$ cat config.mk
export PLATFORM = sky130hd
export DESIGN_NAME = cwm_cell
export DESIGN_NICKNAME = d
export VERILOG_FILES = /design/src/rtl/cwm_pkg.sv /design/src/rtl/cwm_cell.sv
export SDC_FILE = /design/constraint.sdc
export NUM_CORES = 1
export LEC_CHECK = 0
export ABC_AREA = 1
export BUFFER_PORTS_ARGS = -buffer_cell sky130_fd_sc_hd__buf_4
export CORE_AREA = 5 5 150 152
export DETAILED_ROUTE_END_ITERATION = 16
export DIE_AREA = 0 0 155 157
export SLEW_MARGIN = 20
export SYNTH_ARGS = -nofsm -noshare
export SYNTH_HDL_FRONTEND = slang
export SYNTH_SLANG_ARGS = --single-unit
$ cat constraint.sdc
create_clock -name i_clk -period 5.1 [get_ports i_clk]
set_clock_uncertainty 0.2 [all_clocks]
set_input_delay 1.02 -clock i_clk [delete_from_list [all_inputs] [get_ports i_clk]]
set_output_delay 1.02 -clock i_clk [all_outputs]
set_load 0.02 [all_outputs]
$ cat src/rtl/cwm_pkg.sv
// Shared types and codes for the completion waiter matcher.
`timescale 1ns / 1ps
package cwm_pkg;

    localparam logic [2:0] OP_REG_QUEUE   = 3'd0;
    localparam logic [2:0] OP_UNREG_QUEUE = 3'd1;
    localparam logic [2:0] OP_SUBMIT      = 3'd2;
    localparam logic [2:0] OP_COMPLETION  = 3'd3;
    localparam logic [2:0] OP_TAKE        = 3'd4;
    localparam logic [2:0] OP_REMATCH     = 3'd5;
    localparam logic [2:0] OP_COMPACT     = 3'd6;
    localparam logic [2:0] OP_CANCEL      = 3'd7;

    localparam logic [3:0] OC_OK        = 4'd0;
    localparam logic [3:0] OC_FULL      = 4'd1;
    localparam logic [3:0] OC_DONE      = 4'd2;
    localparam logic [3:0] OC_FAILED    = 4'd3;
    localparam logic [3:0] OC_STASHED   = 4'd4;
    localparam logic [3:0] OC_DROPPED   = 4'd5;
    localparam logic [3:0] OC_HIT       = 4'd6;
    localparam logic [3:0] OC_MISS      = 4'd7;
    localparam logic [3:0] OC_FAULTED   = 4'd8;
    localparam logic [3:0] OC_NOT_FOUND = 4'd9;

    // One waiter entry as held in a cell.
    typedef struct packed {
        logic        valid;
        logic [63:0] wr_id;
        logic [15:0] cq_id;
        logic [15:0] tag;
    } t_waiter;

    // One stashed completion.
    typedef struct packed {
        logic [63:0] wr_id;
        logic [15:0] cq_id;
        logic [31:0] info;
    } t_stash;

    // Per-cell command from the controller to the waiter row.
    typedef struct packed {
        logic        append;   // write new entry at fill position
        logic        clear;    // clear valid in the selected slot
        logic        shift;    // compaction step: move one slot down
    } t_wcmd;

endpackage

$ cat src/rtl/cwm_cell.sv
// One waiter cell: holds an entry, compares it, and shifts during compaction.
`timescale 1ns / 1ps
module cwm_cell (
    input  logic            i_clk,
    input  logic            i_rst_n,
    input  logic            i_wr,
    input  cwm_pkg::t_waiter i_wdata,
    input  logic            i_clr,
    input  logic            i_take,
    input  cwm_pkg::t_waiter i_next,
    input  logic [15:0]     i_cq_id,
    input  logic [63:0]     i_wr_id,
    input  logic [15:0]     i_tag,
    output cwm_pkg::t_waiter o_entry,
    output logic            o_match,
    output logic            o_qmatch,
    output logic            o_cmatch
);
    cwm_pkg::t_waiter r_entry;
    cwm_pkg::t_waiter n_entry;

    always_comb begin
        n_entry = r_entry;
        if (i_take) begin
            n_entry = i_next;
        end else if (i_wr) begin
            n_entry = i_wdata;
        end else if (i_clr) begin
            n_entry.valid = 1'b0;
        end
    end

    always_ff @(posedge i_clk) begin
        r_entry <= n_entry;
        if (!i_rst_n) begin
            r_entry.valid <= 1'b0;
        end
    end

    assign o_entry  = r_entry;
    assign o_qmatch = r_entry.valid && (r_entry.cq_id == i_cq_id);
    assign o_match  = o_qmatch && (r_entry.wr_id == i_wr_id);
    assign o_cmatch = o_match && (r_entry.tag == i_tag);
endmodule

==> results of run 1 <==
==> cell usage in the layout (no fill, tap or decap) <==
cell,n
a31oi_1,1
nor4_1,1
clkinv_1,2
nor2_4,2
edfxtp_1,96
inv_2,1
nand2_1,435
nor3_1,2
o21ai_0,2
clkinv_2,1
nand3_4,1
xnor2_1,6
buf_12,1
dfxtp_1,1
or2_2,2
or2_4,1
o22ai_1,1
nand3_1,2
nor2_2,5
inv_1,94
o21ai_1,3
nor3_2,1
clkinv_4,1
bufinv_16,2
nand2_2,2
clkinvlp_4,1
clkbuf_16,9
nand3_2,1
nor2_1,87
nand4_1,2
buf_4,396
xor2_1,30
==> worst max-delay path: stages <==
cell,delay (ns)
buf_4,0.12
nand2_1,0.11
nand2_1,0.06
nor2_1,0.13
nand2_1,0.09
nor2_2,0.14
nand2_2,0.07
nor2_4,0.14
nand3_2,0.11
nor2_2,0.09
buf_4,0.14
==> routing by layer <==
layer  vias up  wire (microns)
met5         -              13
met4         2             651
met3        39            1420
met2       187           11600
met1      2663            8540
li1       3184               -
==> metrics by stage <==
stage               std cells  cell area (sq um)
floorplan                 801               5830
global placement         1452               9080
detailed placement       1452               9080
CTS                      1467               9390
global route             1467               9390
finish                   1467               9390
==> where the power goes <==
part | total (uW) | switching, uW | internal (uW)
logic | 696 | 356 | 340
registers | 1050 | 66.6 | 982
clock network | 728 | 303 | 425
==> area by class of cell <==
cell class | count | area, sq um | share of cell area (%)
clock buffers | 9 | 225 | 2.40
clock inverters | 6 | 83.8 | 0.893
inverters | 96 | 362 | 3.85
multi-input cells | 587 | 2480 | 26.4
flip-flops and latches | 97 | 2900 | 30.9
well taps | 275 | 344 | 3.67
repair buffers | 397 | 2990 | 31.9
==> path summary, 6_finish.rpt <==
| check | end | slack (ns) | depth (start not counted) |
|---|---|---|---|
| worst min-delay path | o_entry[96] | 0.33 | 2 |
| worst min register to register | o_entry[96] | 0.33 | 2 |
| worst max register to register | o_entry[96] | 4.24 | 2 |
| worst max-delay path | o_cmatch | 1.66 | 11 |
==> cells by family after synthesis <==
family	Yosys count	synth area share (%)
xor gates and xnor gates	36	5.41
and+or+nand+nor	544	36.4
buffers and inverters	117	7.73
AOI/OAI and AO/OA	7	0.644
DFF	97	49.8
==> impl.org, run 1 <==
** Run status
- Run status :: finished clean

** Global routing
- Entering global routing, the biggest net connects roughly 100 pins.
- Global routing usage on met2 :: 30.1%
- Met1 routing resource usage after global routing :: 19.3%
- Antenna violations before repair :: 1
- Via count of the first global-routing pass :: around 5,800
- The first global-routing pass estimated 31,200 microns of wire.
- Overall Global Routing Usage :: roughly 17%
- Summed over all layers, the global routing overflow is 0.
- Global routing used under 10% of the available met3 tracks.
- met2 is the most crowded layer.

** Worst hold path
- Worst Hold Class :: flip-flop to flip-flop
- Hold Startpoint :: o_entry[96]

** Drt
- In this run the remaining antenna-violating nets after routing total 0.
- In the routed layout, each cell is associated on average with a via count of ~4.1.
- After detailed routing, the number of remaining DRC violations is 0.
- The pre-antenna-repair detailed-routing pass consisted of 6 iterations.
- For this block, the routed nets add up to roughly 22,000 microns of wire.
- Total vias in the final route :: 6,075
- In the final routed layout, each cell accounts on average for 15.1 microns.
- DR iter-0 viols :: just over 300

** Critical path
- In this run the worst path has a maximum fanout of 2.
- Arrival time at the worst endpoint :: between 2 and 2.5 ns
- In this run the critical register-to-register path is launched from o_entry[96].
- At the worst endpoint, the required time is between 3 and 4 ns.
- By startpoint and endpoint, the worst setup path is classified as input pin to output port.
- In this run the worst setup path begins at i_cq_id[5].
- The worst setup path is launched from an input pin.
- Endpoint type of the worst setup path :: output port

** Placed design
- Routability-driven placement finished with a final weighted congestion of around 0.85.
- Detailed-placement wirelength estimate :: between 15,000 and 20,000 microns
- The count of buffers added on input and output ports is between 300 and 400.
- Post-place setup slack :: 1.60 ns

** Cells and area
- The register with the most flip-flops in the layout has 97 of them.
- 0 antenna diodes ended up in the layout.
- Measured on the finished design, the core utilization comes to between 40% and 50%.
- Number of filler cells placed in the layout :: 2,154
- In the final layout, the share of cells above drive strength 1 is between 30% and 40%.
- For this run, the post-layout net count is between 1,000 and 1,500.
- Area overhead of the layout relative to synthesis :: 61.1%

** CTS
- Post-CTS repair timing setup buffer count :: 0
- Clock transition at the register clock pins on the worst setup and hold paths after CTS :: approximately 0.070 ns
- Clock latency on the worst-skew pair, taken at its later pin, is 0.34 ns.
- H-tree depth :: 3
- Bufs on Longest Clock Path :: 2
- Buffers inserted to repair hold after CTS numbered 0.
- TritonCTS clock tree :: done
- CTS placed an instance of clkbuf_16 at the clock tree root.
- Number of sinks on the clock net :: 97
- The number of clock buffers added by TritonCTS is 9.
- Post-CTS Resized :: 0

** Timing
- In the finished design, the share of the clock period the worst path needs comes to between 60 and 70%.
- Setup violations remaining at the end of the flow were counted as 0.
- Setup repair after global routing left no endpoint under its margin.
- Timing would allow up to between 200 and 300 MHz.
- The number of slew-limit violations in the final report is 0.
- For the final routed database, the setup TNS stands at 0 ns.
- Final hold analysis gives a worst-case slack of 0.334 ns.
- Actual slew at the worst max-slew pin :: roughly 1.1 ns
- Worst slew margin :: around 29%
- Setup slack closes at 1.66 ns.
- Total count of hold-check failures in the final report :: 0
- After layout, the minimum clock period comes to ~3.4 ns.

** Synth
- By count the netlist is led by nand2_1 (435), edfxtp_1 (96), inv_1 (94).
- In the synthesized netlist the async set-or-reset flop fraction comes to 0%.
- In this run, synthesis inferred 96 flip-flops with an integrated enable.
- Synth cell types :: 27
- Flip-flop cell with the highest count after synthesis :: edfxtp_1
- Counting every net in the synthesized netlist gives approximately 1,100.
- The share of the Yosys chip area taken by registers is between 40% and 50%.
- Synthesized flop and latch total :: slightly below 100
- Cells after Synth :: between 800 and 900
- Most frequent cell after synthesis :: nand2_1
- Mean instance size in the synthesized netlist :: between 7 and 8 sq um
- Synth area leader :: edfxtp_1
- Proportion of netlist area held by the largest area contributor :: approximately 49%
- Ys Warns :: 0
- Leading cell types by total area after synthesis :: edfxtp_1 (49%), nand2_1 (28%), inv_1 (6.1%)
- Cell Area, Synth :: between 5000 and 6000 sq um

** Floorplan
- During I/O placement, the number of pins put on the boundary was approximately 400.
- The die covers approximately 24,000 sq um.
- Core area :: between 20,000 and 25,000 sq um
- The die is between 150 and 200 microns wide.
- Die height :: ~160 microns
- Starting utilization of the core area :: between 20 and 30%
- Total number of placement rows :: between 50 and 60

** Pwr
- The analysis attributes to cell leakage a power of 0.00514 uW.
- Power Density :: 263 nW/um^2
- VDD sags by at most 148 uV.
- The design draws approximately 2500 uW.

** Job
- Maximum Capacitance Violations :: 0
(Power assumes the default switching activity.)
==> inputs of run 2 (changes only) <==
- clock period: 5.1 -> 2.8 ns (I/O delays scaled with it)
==> run 2 against run 1 <==
Count of clock-buffer cells in the layout increased by 2. Sequential cell count unchanged. First-iteration DRC count decreased by 5.6%. Die area unchanged. Clock power increased by 69%. Largest cell class unchanged. Largest power group unchanged. Highest routed layer is now met4. Register-to-register slack got worse by 2.3 ns. Via count increased by 0.74%.
==> impl.org, run 2 (same netlist as run 1, synthesis figures left out) <==
** Run status
- The flow ran to the end, and the final reports show no timing, DRC or antenna violations.

** Cells and area
- Ratio of cells with drive above 1 in the final layout :: 36.1% (+0.24 points)
- Number of filler cells placed in the layout :: 2,192 (+1.8%)
- The final cell utilization of the core came to 45.1% (+0.14 points).
- Commonest non-fill, non-tap cells in the layout :: nand2_1 (435), buf_4 (400), edfxtp_1 (96), inv_1 (94), nor2_1 (87)
- Area overhead of the layout relative to synthesis :: 61.6%
- Flip-flop count of the largest register, all copies and words added :: 97 (unchanged)
- The number of diodes was 0 (unchanged).
- Most common cell after layout, fill and taps aside :: nand2_1
- Number of nets at the end of the flow :: 1,488 (+0.34%)

** CTS
- Clock tree root buffer cell :: clkbuf_16
- The maximum buffer depth of the clock tree is 2 (unchanged).
- The cts-stage hold buffer count is 0 (unchanged).
- Cts bufs inserted :: 9 (unchanged)
- The CTS H-tree depth was 3 (unchanged).
- Clock transition at the register clock pins on the worst setup and hold paths after CTS :: 0.07 ns (about the same)
- Number of sinks on the clock net :: 97 (unchanged)
- TritonCTS clock tree :: done
- The clock latency on the worst-skew pair came to 0.33 ns (about the same).

** Critical path
- Critical path data required time :: 2.04 ns (-1.84 ns)
- The worst setup path is captured at an output port.
- Largest fanout of any net on the critical path :: 2 (unchanged)
- Startpoint type of the worst setup path :: flip-flop
- Arrival time at the worst endpoint :: 1.83 ns (-0.39 ns)
- The worst setup path is of the flip-flop to output port kind.

** Floorplan
- The area of the placeable core was 20,900 sq um (unchanged).
- Die height :: 157 microns (unchanged)
- The top-level I/O count came to 395 (unchanged).
- The starting utilization of the core area came to 27.9% (unchanged).
- The number of rows created at floorplan was 53 (unchanged).
- Die boundary width :: 155 microns (unchanged)
- The die area is 24,300 sq um (unchanged).

** Timing
- The number of slew-limit violations in the final report was 0 (unchanged).
- Total count of hold-check failures in the final report :: 0 (unchanged)
- The post-route worst setup slack is 0.205 ns (-1.46 ns).
- Worst slew margin :: 66.6% (+38 points)
- Post-layout min period :: approximately 2.6 ns
- Static timing analysis puts the maximum clock frequency at just under 400 MHz.
- After layout, the worst path uses between 90% and 100% of the clock period.
- The count of endpoints failing setup in the final report was 0 (unchanged).
- Worst Hold Margin :: 0.247 ns (-0.0869 ns)
- Accumulated negative setup slack :: 0 ns (unchanged)
- Actual slew at the worst max-slew pin :: 0.500 ns (-0.571 ns)

** Pwr
- Overall power after layout :: 4420 uW (+79%)
- The leakage power came to 0.00515 uW (+0.24%).
- Highest ir drop seen on vdd :: 297 uV (+100%)
- Share of total power in the clock network :: 27.9% (-1.5 points)
- The internal power summed over all cells came to 3110 uW (+78%).
- The switching part of the total is 29.8% (+0.43 points).
- The reported net switching power came to 1320 uW (+81%).
- The total power per unit cell area was 470 nW/um^2 (+78%).
- Fraction of power consumed by sequential logic :: 43.3% (+0.9 points)
- The combinational cell fraction of total power was 28.8% (+0.7 points).

** Placed design
- The final weighted congestion in routability-driven placement came to 0.910 (+6.8%).
- The minimum setup slack after placement was 0.268 ns (-1.34 ns).
- Detailed-placement wirelength estimate :: 18,900 microns (+4.0%)
- The number of buffers inserted by port buffering came to 394 (unchanged).

** Drt
- The total length of routed wires is 22,700 microns (+2.3%).
- The number of detailed-route iterations in the first pass was 4 (-2).
- Post-DRT Antenna Nets :: 0 (unchanged)
- The average wire length per cell after detail routing is 15.4 microns (+1.9%).
- Total vias in the final route :: 6,120 (+0.74%)
- The DRC violation count after routing came to 0 (unchanged).
- The initial detailed-routing violation count is 286 (-5.6%).
- Vias per cell :: 4.15 (+0.33%)

** Job
- Maximum Capacitance Violations :: 0 (unchanged)

** Global routing
- The sum of overflow across all layers after global routing came to 0 (unchanged).
- First-pass GRT wire length :: 32,800 microns (+5.4%)
- The overall track demand over capacity in global routing was 17.5% (+0.77 points).
- Via count of the first global-routing pass :: 5,899 (+2.3%)
- The initial antenna violation count was 0 (-1).
- Largest net degree at the start of global routing :: 55 (-44%)

** Worst hold path
- Worst Hold Class :: input pin to flip-flop
==> run 2: changes by cell type in the layout (fill, tap and decap cells not counted) <==
| cell | before | now |
|---|---|---|
| clkinvlp_4 | 1 | 3 |
| clkinv_1 | 2 | 1 |
| bufinv_16 | 2 | 1 |
| buf_12 | 1 | 2 |
| clkinv_4 | 1 | 0 |
| buf_4 | 396 | 400 |
| clkbuf_1 | 0 | 2 |
==> run 2: power by group through the flow <==
| stage | Sequential, uW | Combinational [uW] | Clock (uW) |
|---|---|---|---|
| 2_1_floorplan | 2120 | 382 | 0 |
| 3_3_place_gp | 1940 | 1280 | 0 |
| 3_5_place_dp | 1950 | 1280 | 0 |
| 4_1_cts | 1920 | 1290 | 1280 |
| 5_1_grt | 1940 | 1390 | 1340 |
| 6_report | 1920 | 1270 | 1230 |
==> run 2: area by class of cell <==
type	count	area (sq um)	share of cell area, %
Clock inverter	5	56.3	0.598
Clock buffer	11	233	2.47
Timing Repair Buffer	402	3040	32.3
Sequential cell	97	2900	30.8
Tap cell	275	344	3.65
Inverter	96	362	3.84
Multi-Input combinational cell	587	2480	26.3
==> run 2: repair_timing <==
action                                  4_1_cts  5_1_grt
endpoints found under the setup margin        0        2
resized for setup                             0        0
setup buffers                                 0        1
==> run 2: worst max-delay path, cell delays in order, from the launching register on <==
cell and delay [ns]:
edfxtp_1 0.43, xor2_1 0.16, nor2_1 0.12, nand2_1 0.08, nor2_1 0.12, nand2_1 0.08, nor2_2 0.15, nand3_2 0.12
nor2_2 0.08, buf_4 0.15
==> run 2: metal layers <==
| layer | GRT usage, % | routed length (microns) |
|---|---|---|
| met1 | 20.7 | 8850 |
| met2 | 31.3 | 11800 |
| met3 | 4.29 | 1530 |
| met4 | 5.59 | 535 |
| met5 | 0 | 0 |
==> run 2: through the flow <==
stage	cell area (sq um)	instances
5_1_grt	9420	1473
6_report	9420	1473
3_5_place_dp	9120	1456
4_1_cts	9410	1472
2_1_floorplan	5830	801
3_3_place_gp	9120	1456
==> run 2: worst paths after layout <==
check,startpoint,endpoint,slack [ns],cells past startpoint
worst min register to register,o_entry[96],o_entry[96],0.36,2
worst min-delay path,i_rst_n,o_entry[96],0.25,3
worst max register to register,o_entry[96],o_entry[96],1.90,2
worst max-delay path,o_entry[35],o_cmatch,0.21,9
==> inputs of run 3 (changes only) <==
- PLACE_DENSITY: default -> 0.61
==> run 3 against run 2 <==
Die area unchanged. Setup slack worse by 0.051 ns. Via count about the same. Sequential power about the same. Register-to-register slack better by 0.06 ns. Sequential cell count unchanged. Final area up 0.13%. Global-route usage down 0.15 points. Highest routed layer unchanged.
==> impl.org, run 3 (same netlist as run 1, synthesis figures left out) <==
** Timing
- The timing-limited maximum frequency came to 378 MHz (-1.9%).
- The count of endpoints failing hold in the final timing report was 0 (unchanged).
- Worst slew margin :: 52.7% (-14 points)
- The post-route clock period utilization came to 94.5% (+1.8 points).
- The count of endpoints failing setup in the final report was 0 (unchanged).
- Unrepaired setup endpoints after global routing :: false
- The worst-margin pin slew is 0.710 ns (+0.210 ns).
- Accumulated negative setup slack :: 0 ns (unchanged)
- The number of slew-limit violations in the final report was 0 (unchanged).
- The final critical delay including setup and external delays is 2.65 ns (+0.0510 ns).
- The post-route worst setup slack was 0.154 ns (-0.0510 ns).

** Critical path
- Worst setup path category :: flip-flop to output port
- STA classifies the critical path startpoint as a flip-flop.
- The data arrival time at the worst-slack endpoint came to 1.89 ns (+0.06 ns).
- Largest fanout of any net on the critical path :: 2 (unchanged)
- The worst setup path is captured at an output port.
- Critical path data required time :: 2.04 ns (about the same)

** CTS
- The CTS H-tree depth came to 3 (unchanged).
- The cts-stage hold buffer count came to 0 (unchanged).
- The clock latency on the worst-skew pair came to 0.34 ns (about the same).
- The total CTS buffers came to 9 (unchanged).
- The number of clock sinks is 97 (unchanged).
- TritonCTS clock tree :: done
- The maximum buffer depth of the clock tree is 2 (unchanged).
- The clock slew seen by the registers of the worst setup and hold paths is 0.07 ns (about the same).
- Clock tree root buffer cell :: clkbuf_16

** Cells and area
- Most common cell after layout, fill and taps aside :: nand2_1
- Relative to the synthesized area, the layout overhead comes to 61.8%.
- Number of nets at the end of the flow :: 1,488 (unchanged)
- The number of diodes is 0 (unchanged).
- In the layout the commonest cells are nand2_1 (435), buf_4 (400), edfxtp_1 (96), inv_1 (94), nor2_1 (85).
- The number of flip-flops under the largest register name was 97 (unchanged).
- Ratio of cells with drive above 1 in the final layout :: 36.3% (+0.20 points)
- Non-Filler Cell Area, Final :: 9430 sq um (+0.13%)

** Worst hold path
- Worst Hold Class :: input pin to flip-flop

** Drt
- Post-route DRC violation count :: 0 (unchanged)
- Wire length per cell :: 15.4 microns (-0.14%)
- The number of detailed-route iterations in the first pass came to 7 (+3).
- Vias per cell :: 4.16 (+0.12%)
- Post-DRT Antenna Nets :: 0 (unchanged)
- The total via count after detailed routing is 6,123 (+0.049%).
- The initial detailed-routing violation count came to 253 (-12%).
- The total length of routed wires was 22,700 microns (-0.21%).

** Pwr
- Switching pwr :: 1320 uW (+0.20%)
- The worst supply voltage drop on vdd is 237 uV (-20%).
- Overall power after layout :: 4420 uW (about the same)
- Power Density :: 469 nW/um^2 (-0.21%)
- The leakage power was 0.00516 uW (+0.14%).
- The power share of the clock group came to 27.8% (about the same).
- The internal power summed over all cells came to 3100 uW (-0.19%).
- Fraction of power consumed by sequential logic :: 43.3% (about the same)
- Combinational fraction of design power :: 28.9% (about the same)
- The switching part of the total was 29.8% (+0.080 points).

** Floorplan
- The area of the placeable core was 20,900 sq um (unchanged).
- The number of rows created at floorplan is 53 (unchanged).
- The die extent in y was 157 microns (unchanged).
- The die area is 24,300 sq um (unchanged).
- Die boundary width :: 155 microns (unchanged)
- Starting utilization of the core area :: 27.9% (unchanged)
- The top-level I/O count came to 395 (unchanged).

** Placed design
- Global placer's final weighted congestion :: 0.852 (-6.4%)
- The minimum setup slack after placement is 0.166 ns (-0.102 ns).
- Instance area after placement :: 9110 sq um (about the same)
- The number of buffers inserted by port buffering is 394 (unchanged).
- Detailed-placement wirelength estimate :: 18,900 microns (-0.17%)

** Global routing
- The via count of the first global-routing pass is 5,835 (-1.1%).
- Antenna violations before repair :: 0 (unchanged)
- Most Used Layer, Global Route :: met2
- Global route overflow :: 0 (unchanged)
- The largest net degree at the start of global routing is 65 (+18%).
- Overall Global Routing Usage :: 17.4% (-0.15 points)
- The global-route met1 utilization was 20.4% (-0.28 points).
- First-pass GRT wire length :: 32,400 microns (-1.3%)
- The met3 usage came to 3.49% (-0.80 points).
- Global routing usage on met2 :: 31.5% (+0.21 points)

** Job
- The count of max-cap constraint violations is 0 (unchanged).

** Run status
- The run finished with clean final reports.
-- run 3: changes by cell type in the layout (fill, tap and decap cells not counted) --
cell | previous run | this run
clkbuf_1 | 2 | 0
clkinvlp_4 | 3 | 1
nor2_1 | 87 | 85
clkinv_1 | 1 | 2
clkinv_2 | 1 | 2
inv_6 | 0 | 1
nand3_2 | 1 | 0
nand3_4 | 1 | 2
nor2_2 | 5 | 6
nor2_4 | 2 | 3
-- run 3: through the flow --
stage | hold WS [ns] | instances | util [%]
4_1_cts | 0.223 | 1470 | 45.0
3_5_place_dp | 0.338 | 1455 | 43.6
3_3_place_gp | 0.341 | 1455 | 43.6
6_report | 0.242 | 1472 | 45.1
2_1_floorplan | 0.351 | 801 | -
5_1_grt | 0.243 | 1472 | 45.1
-- run 3: worst max-delay path: stages (launching register included) --
cell      delay (ns)
edfxtp_1        0.43
xor2_1          0.18
nor2_1          0.12
nand2_1         0.09
nor2_2          0.11
nand2_1         0.11
nor2_4          0.15
nand3_4         0.11
nor2_2          0.10
buf_4           0.15
-- run 3: area by class of cell --
type	count	area, sq um
multi-input combinational	587	2490
sequential	97	2900
clock inverter	6	58.8
clock buffer	9	225
inverter	96	362
timing repair buffer	402	3040
fill	2168	11500
tap	275	344
-- run 3: power by group through the flow --
| stage | clock network, uW | registers (uW) | logic [uW] |
|---|---|---|---|
| floorplan | 0 | 2120 | 382 |
| global placement | 0 | 1940 | 1270 |
| detailed placement | 0 | 1950 | 1290 |
| CTS | 1270 | 1910 | 1290 |
| global route | 1340 | 1940 | 1400 |
| finish | 1230 | 1910 | 1280 |
-- run 3: timing repair --
action                                  in CTS  in global routing
setup buffers                                0                  2
hold endpoints to repair                     0                  0
resized for setup                            0                  4
endpoints found under the setup margin       0                  2
-- run 3: worst paths after layout --
kind                             startpoint           to  slack (ns)  cells past startpoint
worst min register to register  o_entry[96]  o_entry[96]        0.32                      2
worst min-delay path                i_rst_n  o_entry[96]        0.24                      3
worst max register to register  o_entry[96]  o_entry[96]        1.96                      2
worst max-delay path            o_entry[88]     o_cmatch        0.15                      9
-- run 3: layer usage --
layer | wire (microns) | vias to the layer above | share of wire (%)
li1 | - | 3196 | -
met1 | 8860 | 2714 | 39
met2 | 12000 | 189 | 53
met3 | 1330 | 24 | 5.9
met4 | 475 | 0 | 2.1
met5 | 0 | - | 0
